## config.mk

```make
export PLATFORM = sky130hd
export DESIGN_NAME = rc_drive_mode_mux_flat
export DESIGN_NICKNAME = d
export VERILOG_FILES = /design/src/hdl/rcm_pkg.sv /design/src/hdl/rcm_in_if.sv /design/src/hdl/rcm_out_if.sv /design/src/hdl/rc_drive_mode_mux.sv /design/src/flat_wrapper.sv
export SDC_FILE = /design/constraint.sdc
export NUM_CORES = 1
export LEC_CHECK = 0
export CAP_MARGIN = 20
export CORE_MARGIN = 5
export CORE_UTILIZATION = 60
export CTS_CLUSTER_DIAMETER = 60
export CTS_CLUSTER_SIZE = 8
export DETAILED_ROUTE_END_ITERATION = 16
export DONT_BUFFER_PORTS = 1
export PLACE_DENSITY_LB_ADDON = 0.1
export SETUP_SLACK_MARGIN = 0.05
export SLEW_MARGIN = 0
export SYNTH_ARGS = -nofsm -noshare
export SYNTH_HDL_FRONTEND = slang
export SYNTH_SLANG_ARGS = --single-unit
```

## constraint.sdc

```tcl
create_clock -name clk -period 19.2 [get_ports clk]
set_clock_uncertainty 0.2 [all_clocks]
set_input_delay 0.96 -clock clk [delete_from_list [all_inputs] [get_ports clk]]
set_output_delay 0.96 -clock clk [all_outputs]
set_load 0.01 [all_outputs]
```

## src/hdl/rcm_pkg.sv

```systemverilog
// shared types and constants for the rc drive mode multiplexer
package rcm_pkg;

  // one control pass as it arrives from the receiver front end
  typedef struct packed {
    logic [31:0]        time_ms;
    logic [14:0]        override_pulse_us;
    logic [14:0]        blink_select_pulse_us;
    logic [14:0]        mode_pulse_us;
    logic [14:0]        steer_pulse_in_us;
    logic [14:0]        throttle_pulse_in_us;
    logic               cmd_valid;
    logic signed [15:0] steer_cmd;
    logic signed [15:0] throttle_cmd;
  } rcm_in_t;

  // indicator levels and servo/esc updates for one pass
  typedef struct packed {
    logic        auto_led;
    logic        high_blink_led;
    logic        low_blink_led;
    logic        steer_write;
    logic [10:0] steer_pulse_out_us;
    logic        throttle_write;
    logic [10:0] throttle_pulse_out_us;
  } rcm_out_t;

  // thresholds on measured receiver pulses
  localparam logic [14:0] SWITCH_TH_US    = 15'd1500;
  localparam logic [14:0] BLINK_HIGH_TH   = 15'd1900;
  localparam logic [14:0] BLINK_LOW_TH    = 15'd1100;
  localparam logic [14:0] PULSE_MIN_US    = 15'd1000;
  localparam logic [14:0] PULSE_MAX_US    = 15'd2000;

  // output pulse constants
  localparam logic [10:0] NEUTRAL_US      = 11'd1500;
  localparam logic [10:0] DEADBAND_US     = 11'd1553;
  localparam logic [10:0] FWD_BASE_US     = 11'd1520;
  localparam logic [10:0] REV_BASE_US     = 11'd1100;
  localparam logic [10:0] STEER_BASE_US   = 11'd1000;
  localparam logic [10:0] MAN_CENTER_US   = 11'd1504;

  // command mapping spans
  localparam int unsigned FWD_SPAN_US     = 100;
  localparam int unsigned REV_SPAN_US     = 380;
  localparam logic signed [15:0] STEER_CMD_LIM = 16'sd100;

  localparam logic [15:0] TOGGLE_PERIOD_RST = 16'd300;

endpackage

```

## src/hdl/rcm_in_if.sv

```systemverilog
// valid/ready channel carrying one control pass
interface rcm_in_if import rcm_pkg::*; ();
  logic    valid;
  logic    ready;
  rcm_in_t payload;

  modport source (output valid, output payload, input ready);
  modport sink   (input valid, input payload, output ready);
endinterface

```

## src/hdl/rcm_out_if.sv

```systemverilog
// valid/ready channel carrying one pass result
interface rcm_out_if import rcm_pkg::*; ();
  logic     valid;
  logic     ready;
  rcm_out_t payload;

  modport source (output valid, output payload, input ready);
  modport sink   (input valid, input payload, output ready);
endinterface

```

## src/hdl/rc_drive_mode_mux.sv

```systemverilog
// rc drive mode multiplexer: mode select, command mapping and indicator blink
//
// item channel: one control pass per transfer (time, receiver pulses, host command)
// result channel: one result per pass (mode/blink leds, steering and throttle updates)
// cfg_wr_en/cfg_wr_data: writes the led toggle period in ms; only while no pass is in flight
//
// two register stages: an input register, then short logic into the result register;
// a pass taken into the input register moves into the result register as soon as that
// register is free, which raises result valid
// a new pass is taken every cycle unless both registers are full; the throttle mapping
// uses one reciprocal multiply per direction, the longest path between the two stages
// the blink state (led levels and timestamps) is updated as a pass moves into the
// result register, so passes see state strictly in transfer order
// when the receiver stalls, the result register holds and the input register still
// fills, so at most two passes wait; item.ready falls only when both are full
// reset clears both valid flags, both leds and timestamps, and sets the toggle
// period to 300 ms
module rc_drive_mode_mux import rcm_pkg::*; #(
  parameter int unsigned FORWARD_MAX = 40,
  parameter int unsigned REVERSE_MAX = 75
) (
  input  logic        clk,
  input  logic        rst,
  input  logic        cfg_wr_en,
  input  logic [15:0] cfg_wr_data,
  rcm_in_if.sink      item,
  rcm_out_if.source   result
);

  // reciprocals for the constant divisions t*100/FORWARD_MAX and u*380/REVERSE_MAX;
  // with 16 fraction bits the rounding error stays below one lsb for t, u <= 100
  localparam int unsigned RECIP_SHIFT = 16;
  localparam logic [31:0] FWD_RECIP =
    32'((FWD_SPAN_US * (1 << RECIP_SHIFT) + FORWARD_MAX - 1) / FORWARD_MAX);
  localparam logic [31:0] REV_RECIP =
    32'((REV_SPAN_US * (1 << RECIP_SHIFT) + REVERSE_MAX - 1) / REVERSE_MAX);

  localparam logic signed [15:0] FWD_LIM_S = 16'(FORWARD_MAX);
  localparam logic signed [15:0] REV_LIM_S = 16'(REVERSE_MAX);
  localparam logic signed [15:0] REV_NEG_S = 16'(-int'(REVERSE_MAX));

  // manual throttle clamp points on the input pulse and the matching outputs
  localparam logic [14:0] MAN_HI_US  = 15'(int'(NEUTRAL_US) + int'(FORWARD_MAX));
  localparam logic [14:0] MAN_LO_US  = 15'(int'(NEUTRAL_US) - int'(REVERSE_MAX));
  localparam logic [10:0] MAN_THR_HI = 11'(int'(MAN_CENTER_US) + int'(FORWARD_MAX));
  localparam logic [10:0] MAN_THR_LO = 11'(int'(MAN_CENTER_US) - int'(REVERSE_MAX));
  localparam logic [10:0] MAN_SHIFT  = MAN_CENTER_US - NEUTRAL_US;

  // configuration
  logic [15:0] toggle_period;

  // blink state
  logic        high_blink_on, high_blink_on_next;
  logic        low_blink_on, low_blink_on_next;
  logic [31:0] high_blink_stamp, high_blink_stamp_next;
  logic [31:0] low_blink_stamp, low_blink_stamp_next;

  // pipeline registers
  rcm_in_t  in_q;
  logic     in_vld;
  rcm_out_t res_q, res_next;
  logic     res_vld;

  logic res_free;
  logic adv;

  // handshake: result register frees when empty or being taken
  assign res_free   = !res_vld || result.ready;
  assign adv        = in_vld && res_free;
  assign item.ready = !in_vld || res_free;

  assign result.valid   = res_vld;
  assign result.payload = res_q;

  always_ff @(posedge clk) begin
    if (rst) begin
      toggle_period <= TOGGLE_PERIOD_RST;
    end else if (cfg_wr_en) begin
      toggle_period <= cfg_wr_data;
    end
  end

  always_ff @(posedge clk) begin
    if (rst) begin
      in_vld <= 1'b0;
    end else if (item.ready) begin
      in_vld <= item.valid;
    end
  end

  always_ff @(posedge clk) begin
    if (item.valid && item.ready) begin
      in_q <= item.payload;
    end
  end

  always_ff @(posedge clk) begin
    if (rst) begin
      res_vld <= 1'b0;
    end else if (res_free) begin
      res_vld <= in_vld;
    end
  end

  always_ff @(posedge clk) begin
    if (adv) begin
      res_q <= res_next;
    end
  end

  always_ff @(posedge clk) begin
    if (rst) begin
      high_blink_on    <= 1'b0;
      low_blink_on     <= 1'b0;
      high_blink_stamp <= '0;
      low_blink_stamp  <= '0;
    end else if (adv) begin
      high_blink_on    <= high_blink_on_next;
      low_blink_on     <= low_blink_on_next;
      high_blink_stamp <= high_blink_stamp_next;
      low_blink_stamp  <= low_blink_stamp_next;
    end
  end

  // ---------------------------------------------------------------- blink leds
  logic        ovr_on;
  logic        high_sel, low_sel;
  logic        high_due, low_due;
  logic [31:0] interval_ext;

  assign ovr_on       = in_q.override_pulse_us > SWITCH_TH_US;
  assign high_sel     = in_q.blink_select_pulse_us >= BLINK_HIGH_TH;
  assign low_sel      = (in_q.blink_select_pulse_us != '0) &&
                        (in_q.blink_select_pulse_us <= BLINK_LOW_TH);
  assign interval_ext = {16'd0, toggle_period};
  // elapsed time is taken modulo 2^32 so a wrapped clock still counts right
  assign high_due     = (in_q.time_ms - high_blink_stamp) >= interval_ext;
  assign low_due      = (in_q.time_ms - low_blink_stamp) >= interval_ext;

  always_comb begin
    high_blink_on_next    = high_blink_on;
    low_blink_on_next     = low_blink_on;
    high_blink_stamp_next = high_blink_stamp;
    low_blink_stamp_next  = low_blink_stamp;
    if (ovr_on) begin
      // override lights both, timers keep running from their old stamps
      high_blink_on_next = 1'b1;
      low_blink_on_next  = 1'b1;
    end else begin
      if (!high_sel) begin
        high_blink_on_next    = 1'b0;
        high_blink_stamp_next = in_q.time_ms;
      end else if (high_due) begin
        high_blink_on_next    = !high_blink_on;
        high_blink_stamp_next = in_q.time_ms;
      end
      if (!low_sel) begin
        low_blink_on_next    = 1'b0;
        low_blink_stamp_next = in_q.time_ms;
      end else if (low_due) begin
        low_blink_on_next    = !low_blink_on;
        low_blink_stamp_next = in_q.time_ms;
      end
    end
  end

  // ------------------------------------------------------- auto steering map
  logic [7:0]  steer_idx;
  logic [15:0] steer_sum;
  logic [10:0] steer_auto;

  assign steer_sum = in_q.steer_cmd + STEER_CMD_LIM;

  always_comb begin
    priority if (in_q.steer_cmd < -STEER_CMD_LIM) begin
      steer_idx = 8'd0;
    end else if (in_q.steer_cmd > STEER_CMD_LIM) begin
      steer_idx = 8'd200;
    end else begin
      steer_idx = steer_sum[7:0];
    end
  end

  // (s+100)*1000/200 is exactly (s+100)*5
  assign steer_auto = STEER_BASE_US + {1'b0, steer_idx, 2'b00} + {3'd0, steer_idx};

  // ------------------------------------------------------- auto throttle map
  logic [6:0]  fwd_t, rev_u;
  logic [15:0] rev_sum;
  logic [31:0] fwd_prod, rev_prod;
  logic [10:0] thr_map, thr_auto;

  assign rev_sum = in_q.throttle_cmd + REV_LIM_S;

  always_comb begin
    if (in_q.throttle_cmd > FWD_LIM_S) begin
      fwd_t = FWD_LIM_S[6:0];
    end else begin
      fwd_t = in_q.throttle_cmd[6:0];
    end
    if (in_q.throttle_cmd <= REV_NEG_S) begin
      rev_u = 7'd0;
    end else begin
      rev_u = rev_sum[6:0];
    end
  end

  assign fwd_prod = {25'd0, fwd_t} * FWD_RECIP;
  assign rev_prod = {25'd0, rev_u} * REV_RECIP;

  always_comb begin
    if (!in_q.throttle_cmd[15]) begin
      thr_map = FWD_BASE_US + {4'd0, fwd_prod[RECIP_SHIFT +: 7]};
    end else begin
      thr_map = REV_BASE_US + {2'd0, rev_prod[RECIP_SHIFT +: 9]};
    end
    // lift anything just above neutral to the esc deadband floor
    if (thr_map > NEUTRAL_US && thr_map < DEADBAND_US) begin
      thr_auto = DEADBAND_US;
    end else begin
      thr_auto = thr_map;
    end
  end

  // ------------------------------------------------------ manual pass-through
  logic        steer_in_ok, thr_in_ok;
  logic [10:0] thr_manual;

  assign steer_in_ok = (in_q.steer_pulse_in_us >= PULSE_MIN_US) &&
                       (in_q.steer_pulse_in_us <= PULSE_MAX_US);
  assign thr_in_ok   = (in_q.throttle_pulse_in_us >= PULSE_MIN_US) &&
                       (in_q.throttle_pulse_in_us <= PULSE_MAX_US);

  always_comb begin
    priority if (in_q.throttle_pulse_in_us > MAN_HI_US) begin
      thr_manual = MAN_THR_HI;
    end else if (in_q.throttle_pulse_in_us < MAN_LO_US) begin
      thr_manual = MAN_THR_LO;
    end else begin
      thr_manual = in_q.throttle_pulse_in_us[10:0] + MAN_SHIFT;
    end
  end

  // ------------------------------------------------------------ result word
  logic auto_mode;
  assign auto_mode = in_q.mode_pulse_us > SWITCH_TH_US;

  always_comb begin
    res_next.auto_led              = auto_mode;
    res_next.high_blink_led        = high_blink_on_next;
    res_next.low_blink_led         = low_blink_on_next;
    res_next.steer_write           = 1'b0;
    res_next.steer_pulse_out_us    = NEUTRAL_US;
    res_next.throttle_write        = 1'b0;
    res_next.throttle_pulse_out_us = NEUTRAL_US;
    if (auto_mode) begin
      res_next.steer_write    = 1'b1;
      res_next.throttle_write = 1'b1;
      if (in_q.cmd_valid) begin
        res_next.steer_pulse_out_us    = steer_auto;
        res_next.throttle_pulse_out_us = thr_auto;
      end
    end else begin
      if (steer_in_ok) begin
        res_next.steer_write        = 1'b1;
        res_next.steer_pulse_out_us = in_q.steer_pulse_in_us[10:0];
      end
      if (thr_in_ok) begin
        res_next.throttle_write        = 1'b1;
        res_next.throttle_pulse_out_us = thr_manual;
      end
    end
  end

  // ------------------------------------------------------------- assertions
  // override forces both leds on in the result of that same pass
  a_override_leds: assert property (@(posedge clk) disable iff (rst)
    adv && ovr_on |=> result.payload.high_blink_led && result.payload.low_blink_led)
    else $error("override pass did not light both leds");

  // auto mode always updates both outputs
  a_auto_writes: assert property (@(posedge clk) disable iff (rst)
    adv && auto_mode |=> result.payload.steer_write && result.payload.throttle_write)
    else $error("auto pass missing a write flag");

  // steering stays within the servo range
  a_steer_range: assert property (@(posedge clk) disable iff (rst)
    result.valid |-> result.payload.steer_pulse_out_us >= STEER_BASE_US &&
                     result.payload.steer_pulse_out_us <= PULSE_MAX_US[10:0])
    else $error("steering pulse out of range");

  // auto-mode throttle is never inside the deadband gap
  a_thr_range: assert property (@(posedge clk) disable iff (rst)
    result.valid && result.payload.auto_led |->
      result.payload.throttle_pulse_out_us <= NEUTRAL_US ||
      result.payload.throttle_pulse_out_us >= DEADBAND_US)
    else $error("auto throttle pulse inside deadband");

endmodule
```

## src/flat_wrapper.sv

```systemverilog
// flat-port wrapper written by rule: the top's interface ports become plain ports
module rc_drive_mode_mux_flat import rcm_pkg::*;
#(
  parameter int unsigned FORWARD_MAX = 40,
  parameter int unsigned REVERSE_MAX = 75
)
  (clk, rst, cfg_wr_en, cfg_wr_data, item_valid, item_payload, item_ready, result_valid, result_payload, result_ready);
  rcm_in_if item_i ();
  rcm_out_if result_i ();
  input  logic clk;
  input  logic rst;
  input  logic cfg_wr_en;
  input  logic [15:0] cfg_wr_data;
  input wire logic [$bits(item_i.valid)-1:0] item_valid;
  input wire logic [$bits(item_i.payload)-1:0] item_payload;
  output wire logic [$bits(item_i.ready)-1:0] item_ready;
  output wire logic [$bits(result_i.valid)-1:0] result_valid;
  output wire logic [$bits(result_i.payload)-1:0] result_payload;
  input wire logic [$bits(result_i.ready)-1:0] result_ready;
  assign item_i.valid = item_valid;
  assign item_i.payload = item_payload;
  assign item_ready = item_i.ready;
  assign result_valid = result_i.valid;
  assign result_payload = result_i.payload;
  assign result_i.ready = result_ready;
  rc_drive_mode_mux #(.FORWARD_MAX(FORWARD_MAX), .REVERSE_MAX(REVERSE_MAX)) u_core (.clk(clk), .rst(rst), .cfg_wr_en(cfg_wr_en), .cfg_wr_data(cfg_wr_data), .item(item_i), .result(result_i));
endmodule
```

**Word level (Yosys, flattened, before mapping)**

Index checks and enable logic that the tools add are counted.

- Bits in registers: 251
- Input port bits: 161
- Output and inout bits: 29

- Add/sub/neg operators: 9
- $mul: 2
- Magnitude comparators: 18
- Equality and inequality tests: 2
- Mux-type cells: 23
- Bitwise logic cells: 1
- Reduce and logical (&&, ||, !) cells: 15

Operators by type and width:

| kind | count |
|---|---|
| $mux 32 | 4 |
| $mux 11 | 6 |
| $ge 32x16->1 | 2 |
| $sub 32x32->32 | 2 |
| $gt 15x11->1 const B | 3 |
| $le 15x11->1 const B | 3 |
| $ge 15x10->1 const B | 2 |
| $mul 7x18->24 const B | 1 |
| $mux 12 | 2 |
| $mux 23 | 1 |
| $gt 16x7->1 const B | 1 |
| $gt 16x8->1 const B | 1 |
| $le 16x8->1 const B | 1 |
| $lt 16x8->1 const B | 1 |
| $mux 8 | 2 |
| $ge 15x11->1 const B | 1 |
| $lt 15x11->1 const B | 1 |
| $reduce_bool 15->1 | 1 |
| $mux 7 | 2 |
| $add 10x10->11 const A | 1 |
| $add 11x3->11 const B | 1 |
| $add 11x7->11 const A | 1 |
| $add 11x8->11 | 1 |
| $add 11x9->11 const A | 1 |
| other kinds (12) | 28 |

**Depth between registers and ports, before layout**

- Word-level depth: 10
- Gate-level depth with buffers: 28
- Depth with buffers taken out: 27

**Least setup slack after synthesis**

Ideal clock, no wire load.

- Path type: flip-flop to flip-flop
- Start point: reg u_core.in_q[0] in the netlist's numbering
- End point: reg u_core.res_q, in the netlist u_core.result.payload[1], data pin
- Library setup time: 256 ps
- Arrival time: 5,870 ps
- Data required time: 18,744 ps
- Path slack: 12,875 ps
- Cell stages (with the launch flop): 24
- Cell sequence: edfxtp_1 -> inv_1 -> ha_1 -> nor3b_1 -> o32a_1 -> nand2_1 -> nor3_1 -> ha_1 -> ha_1 -> inv_1 -> fa_1 -> inv_1 -> ha_1 -> nand4_1 -> nand2b_1 -> or2_2 -> o2111a_1 -> nor4_1 -> ha_1 -> mux2_2 -> or4_1 -> a2111o_1 -> o31a_1 -> a31o_2

RTL lines:

| item | RTL line | source |
|---|---|---|
| start, declared | rc_drive_mode_mux.sv:59 | `rcm_in_t in_q;` |
| start signal, assigned | rc_drive_mode_mux.sv:93 | `in_q <= item.payload;` |
| end signal, assigned | rc_drive_mode_mux.sv:107 | `res_q <= res_next;` |
| end, declared | rc_drive_mode_mux.sv:61 | `rcm_out_t res_q, res_next;` |

==> impl_metrics.toml <==
[layout]
multi_input_area_um2 = 8372
register_area_um2 = 6696
area_growth_pct = 9.088
utilization_pct = 66.24
nNetsFinal = 1929
num-fill-cells = 2102
drive_above_1_share_pct = 4.859

[outcome]
outcome = "complete, no violations"

[floorplanning]
dieHeight_um = 172.2
fp.dieW_um = 172.2
num_io_pins = 190
core-area_um2 = 25980
start_util_pct = 60.72
rows = 59
die-area_um2 = 29640

[sta]
slew_headroom_pct = 35.18
totalNegativeSetupSlack_ns = 0
post-route-min-period_ns = 7.338
tightest_slew_ns = 0.9724
fin_crit_sh_pct = 38.22
setup_violations = 0
rsz0062_at_grt = "no"
hold_violations = 0
drv_slew = 0
fmaxAchievable_mhz = 136.3

[power_and_ir_drop]
powerDensity_nw_per_um2 = 85.46
combPwrFrac_pct = 16.1
pwr-share-seq_pct = 42.5
p_leak_nw = 6.927
power_frac_clock_pct = 41.4
switching_share_pct = 26.06
ir_drop_mv = 0.09913
p_switching_mw = 0.3834
p_int_mw = 1.088

[routing]
drc = 0
routedWlPerCell_um = 18.01
num_vias = 11760
detail-route-antenna-nets = 0
drt-total-wl_um = 35330
dr.first_iter.drc_count = 882
drt_first_pass_iters = 6
vias_per_cell = 5.993

[global_routing]
antenna_found_initial = 3
grt_max_degree = 101
grt_pass1_vias = 11760
grt_usage_pct = 23.34
grt_pass1_wl_um = 56760
grt-ovfl-total = 0

[cts]
cts_resized = 0
ctsHoldBuffers = 0
cts_root_buf = "clkbuf_16"
clock-sinks = 251
clockBufferDepth = 3
insertion_delay_ns = 0.51
numCtsBuffers = 38
cts_tree = "done"
post-cts-setup-buffers = 0
htree_levels = 2
clk_pin_slew_ns = 0.05

[placed_design]
dp_hpwl_um = 27030
gp_congestion = 0.9334
numPortBuffers = 0

[synthesis]
syn_area_per_cell_um2 = 9.936
syn_area_um2 = 15780
synth_warnings = 0
syn_nets = 1921
synth_edf_count = 167
async_flop_share_pct = 0
ys_seq_elements = 251
yosysSeqAreaShare_pct = 42.44
syn_inst = 1588
synth_cell_types = 85
synthFlopType = "edfxtp_1"

[hold_path]
hold_path_class = "reg2reg"

[critical_path]
path_buf_inv = 3
crit_type = "reg2reg"
worstSetupStartpointType = "flop"
slowest_stage = "edfxtp_1"
critPathMaxStageDelay_ns = 0.74
required_ns = 19.25
worstPathMaxFanout = 19
path_cells = "inv_1, o32a_1, nand2_1, nor2_1, ha_1, ha_1, inv_1, fa_1, inv_1, ha_1, nand4_1, nand2b_1, a2111oi_0, o31ai_1, mux2i_1, ha_1, mux2_2, or4_1, a2111o_1, o31a_1, a31o_2"
end_kind = "flop"
cp_common_cell = "ha_1"
crit_family = "compound AO/OA/AOI/OAI gates"
cp_data_arrival_time_ns = 7.38

[job]
cap_violations = 0
-- metrics by stage --
stage	hold slack, ns	instance area, um2	worst slack [ns]	instances	power, mW
global placement	0.2441	16050	12.17	1889	0.8612
global route	0.2718	17210	11.47	1962	1.546
finish	0.2546	17210	11.86	1962	1.471
CTS	0.2579	17180	11.98	1959	1.484
detailed placement	0.2490	16050	12.02	1889	0.8677
floorplan	0.2347	15780	12.87	1588	0.8150
-- kinds of logic after synthesis --
kind of cell	count (synthesis)	synth area share [%]
other cells	1	0.02377
mux	85	5.408
flops	251	42.44
buf+inv	181	4.520
fa+ha+maj	172	13.93
xor+xnor	78	4.378
simple gates	448	13.57
compound gates	372	15.73
-- Yosys cell counts, types with 4 or more instances --
| cell type | instances | area share, % |
|---|---|---|
| a21boi_0 | 8 | 0.38 |
| o21a_1 | 12 | 0.57 |
| fa_1 | 6 | 0.76 |
| or3_1 | 7 | 0.28 |
| nor4_1 | 13 | 0.52 |
| buf_2 | 5 | 0.16 |
| a41oi_1 | 4 | 0.22 |
| o21bai_1 | 21 | 1.0 |
| nand2b_1 | 12 | 0.48 |
| a21o_1 | 36 | 1.7 |
| nor2_1 | 86 | 2.0 |
| mux2i_1 | 83 | 5.3 |
| a31o_2 | 5 | 0.28 |
| o211ai_1 | 13 | 0.62 |
| nand3_1 | 38 | 1.2 |
| nand2_1 | 175 | 4.2 |
| nor3_1 | 22 | 0.70 |
| and2_1 | 9 | 0.36 |
| o21ai_0 | 62 | 2.0 |
| xnor2_1 | 44 | 2.4 |
| a211oi_1 | 14 | 0.67 |
| o31ai_1 | 10 | 0.48 |
| a22oi_1 | 5 | 0.24 |
| or4_1 | 6 | 0.29 |
| o2111ai_1 | 4 | 0.22 |
| nand4_1 | 25 | 0.99 |
| and3_1 | 16 | 0.63 |
| nor2b_1 | 15 | 0.59 |
| xor2_1 | 33 | 1.8 |
| a31oi_1 | 15 | 0.59 |
| dfxtp_1 | 84 | 11 |
| ha_1 | 166 | 13 |
| a21oi_1 | 106 | 3.4 |
| o21ai_1 | 6 | 0.19 |
| or2_2 | 6 | 0.24 |
| inv_1 | 142 | 3.4 |
| clkbuf_1 | 28 | 0.67 |
| edfxtp_1 | 167 | 32 |
-- final timing paths --
kind	startpoint	end	slack, ns	cells after the start
worst max-delay path	u_core.in_q[15]$_DFFE_PP_	u_core.result.payload[1]$_DFFE_PP_	11.86	21
worst min-delay path	u_core.low_blink_stamp[1]$_SDFFE_PP0P_	u_core.low_blink_stamp[1]$_SDFFE_PP0P_	0.25	2
worst max register to register	u_core.in_q[15]$_DFFE_PP_	u_core.result.payload[1]$_DFFE_PP_	11.86	21
worst min register to register	u_core.low_blink_stamp[1]$_SDFFE_PP0P_	u_core.low_blink_stamp[1]$_SDFFE_PP0P_	0.25	2
-- sequential cells by signal, summed over array words and instances, names as in the netlist --
signal and count:
u_core.in_q 140, u_core.low_blink_stamp 32, u_core.result.payload 27, u_core.high_blink_stamp 32
u_core.low_blink_on 1, u_core.result.valid 1, u_core.toggle_period 16, u_core.high_blink_on 1
u_core.in_vld 1
-- layout by cell type, fill, tap and decap left out, types with 5 or more instances in the layout --
cell and instances:
o21a_1 11, or4_1 6, a31oi_1 15, a21o_1 36, a21boi_0 8, nor2b_1 15
o21ai_0 62, inv_1 142, o211ai_1 13, o21bai_1 21, xor2_1 33, or2_2 6
nor4_1 13, o31ai_1 10, clkbuf_1 26, and3_1 16, ha_1 166, a21oi_1 106
nand2b_1 12, dfxtp_1 84, xnor2_1 44, and2_1 8, nor3_1 22, a31o_2 5
or3_1 7, nand3_1 38, clkbuf_16 39, edfxtp_1 167, o21ai_1 6, nand4_1 25
a211oi_1 14, a22oi_1 5, mux2i_1 83, fa_1 6, nor2_1 86, nand2_1 175
-- power groups by stage --
stage                     Sequential (mW)  Clock, mW  Combinational (mW)
final                               0.626      0.609               0.236
after global placement              0.635          0               0.227
after CTS                           0.626      0.624               0.234
after global routing                0.628      0.652               0.267
after floorplan                     0.631          0               0.184
after detailed placement            0.635          0               0.232
-- metal layers --
layer | share of wire (%) | track usage [%]
met4 | 2.1 | 6.699
met3 | 5.9 | 4.435
met1 | 42 | 29.29
met5 | 0.059 | 0
met2 | 50 | 41.21
-- area by class of cell --
class / count / share of cell area [%]
Clock inverter: 4 / 0.2472
Timing Repair Buffer: 6 / 0.3199
Multi-Input combinational cell: 1156 / 48.64
Inverter: 143 / 3.119
Sequential cell: 251 / 38.91
Tap cell: 335 / 2.435
Clock buffer: 66 / 6.317
Antenna cell: 1 / 0.01454
-- tightest hold or removal path: stages (launching register included) --
cell     delay (ns)
dfxtp_1        0.30
nand2_1        0.05
mux2i_1        0.05
Note: power is estimated with default switching activity, not from simulation.
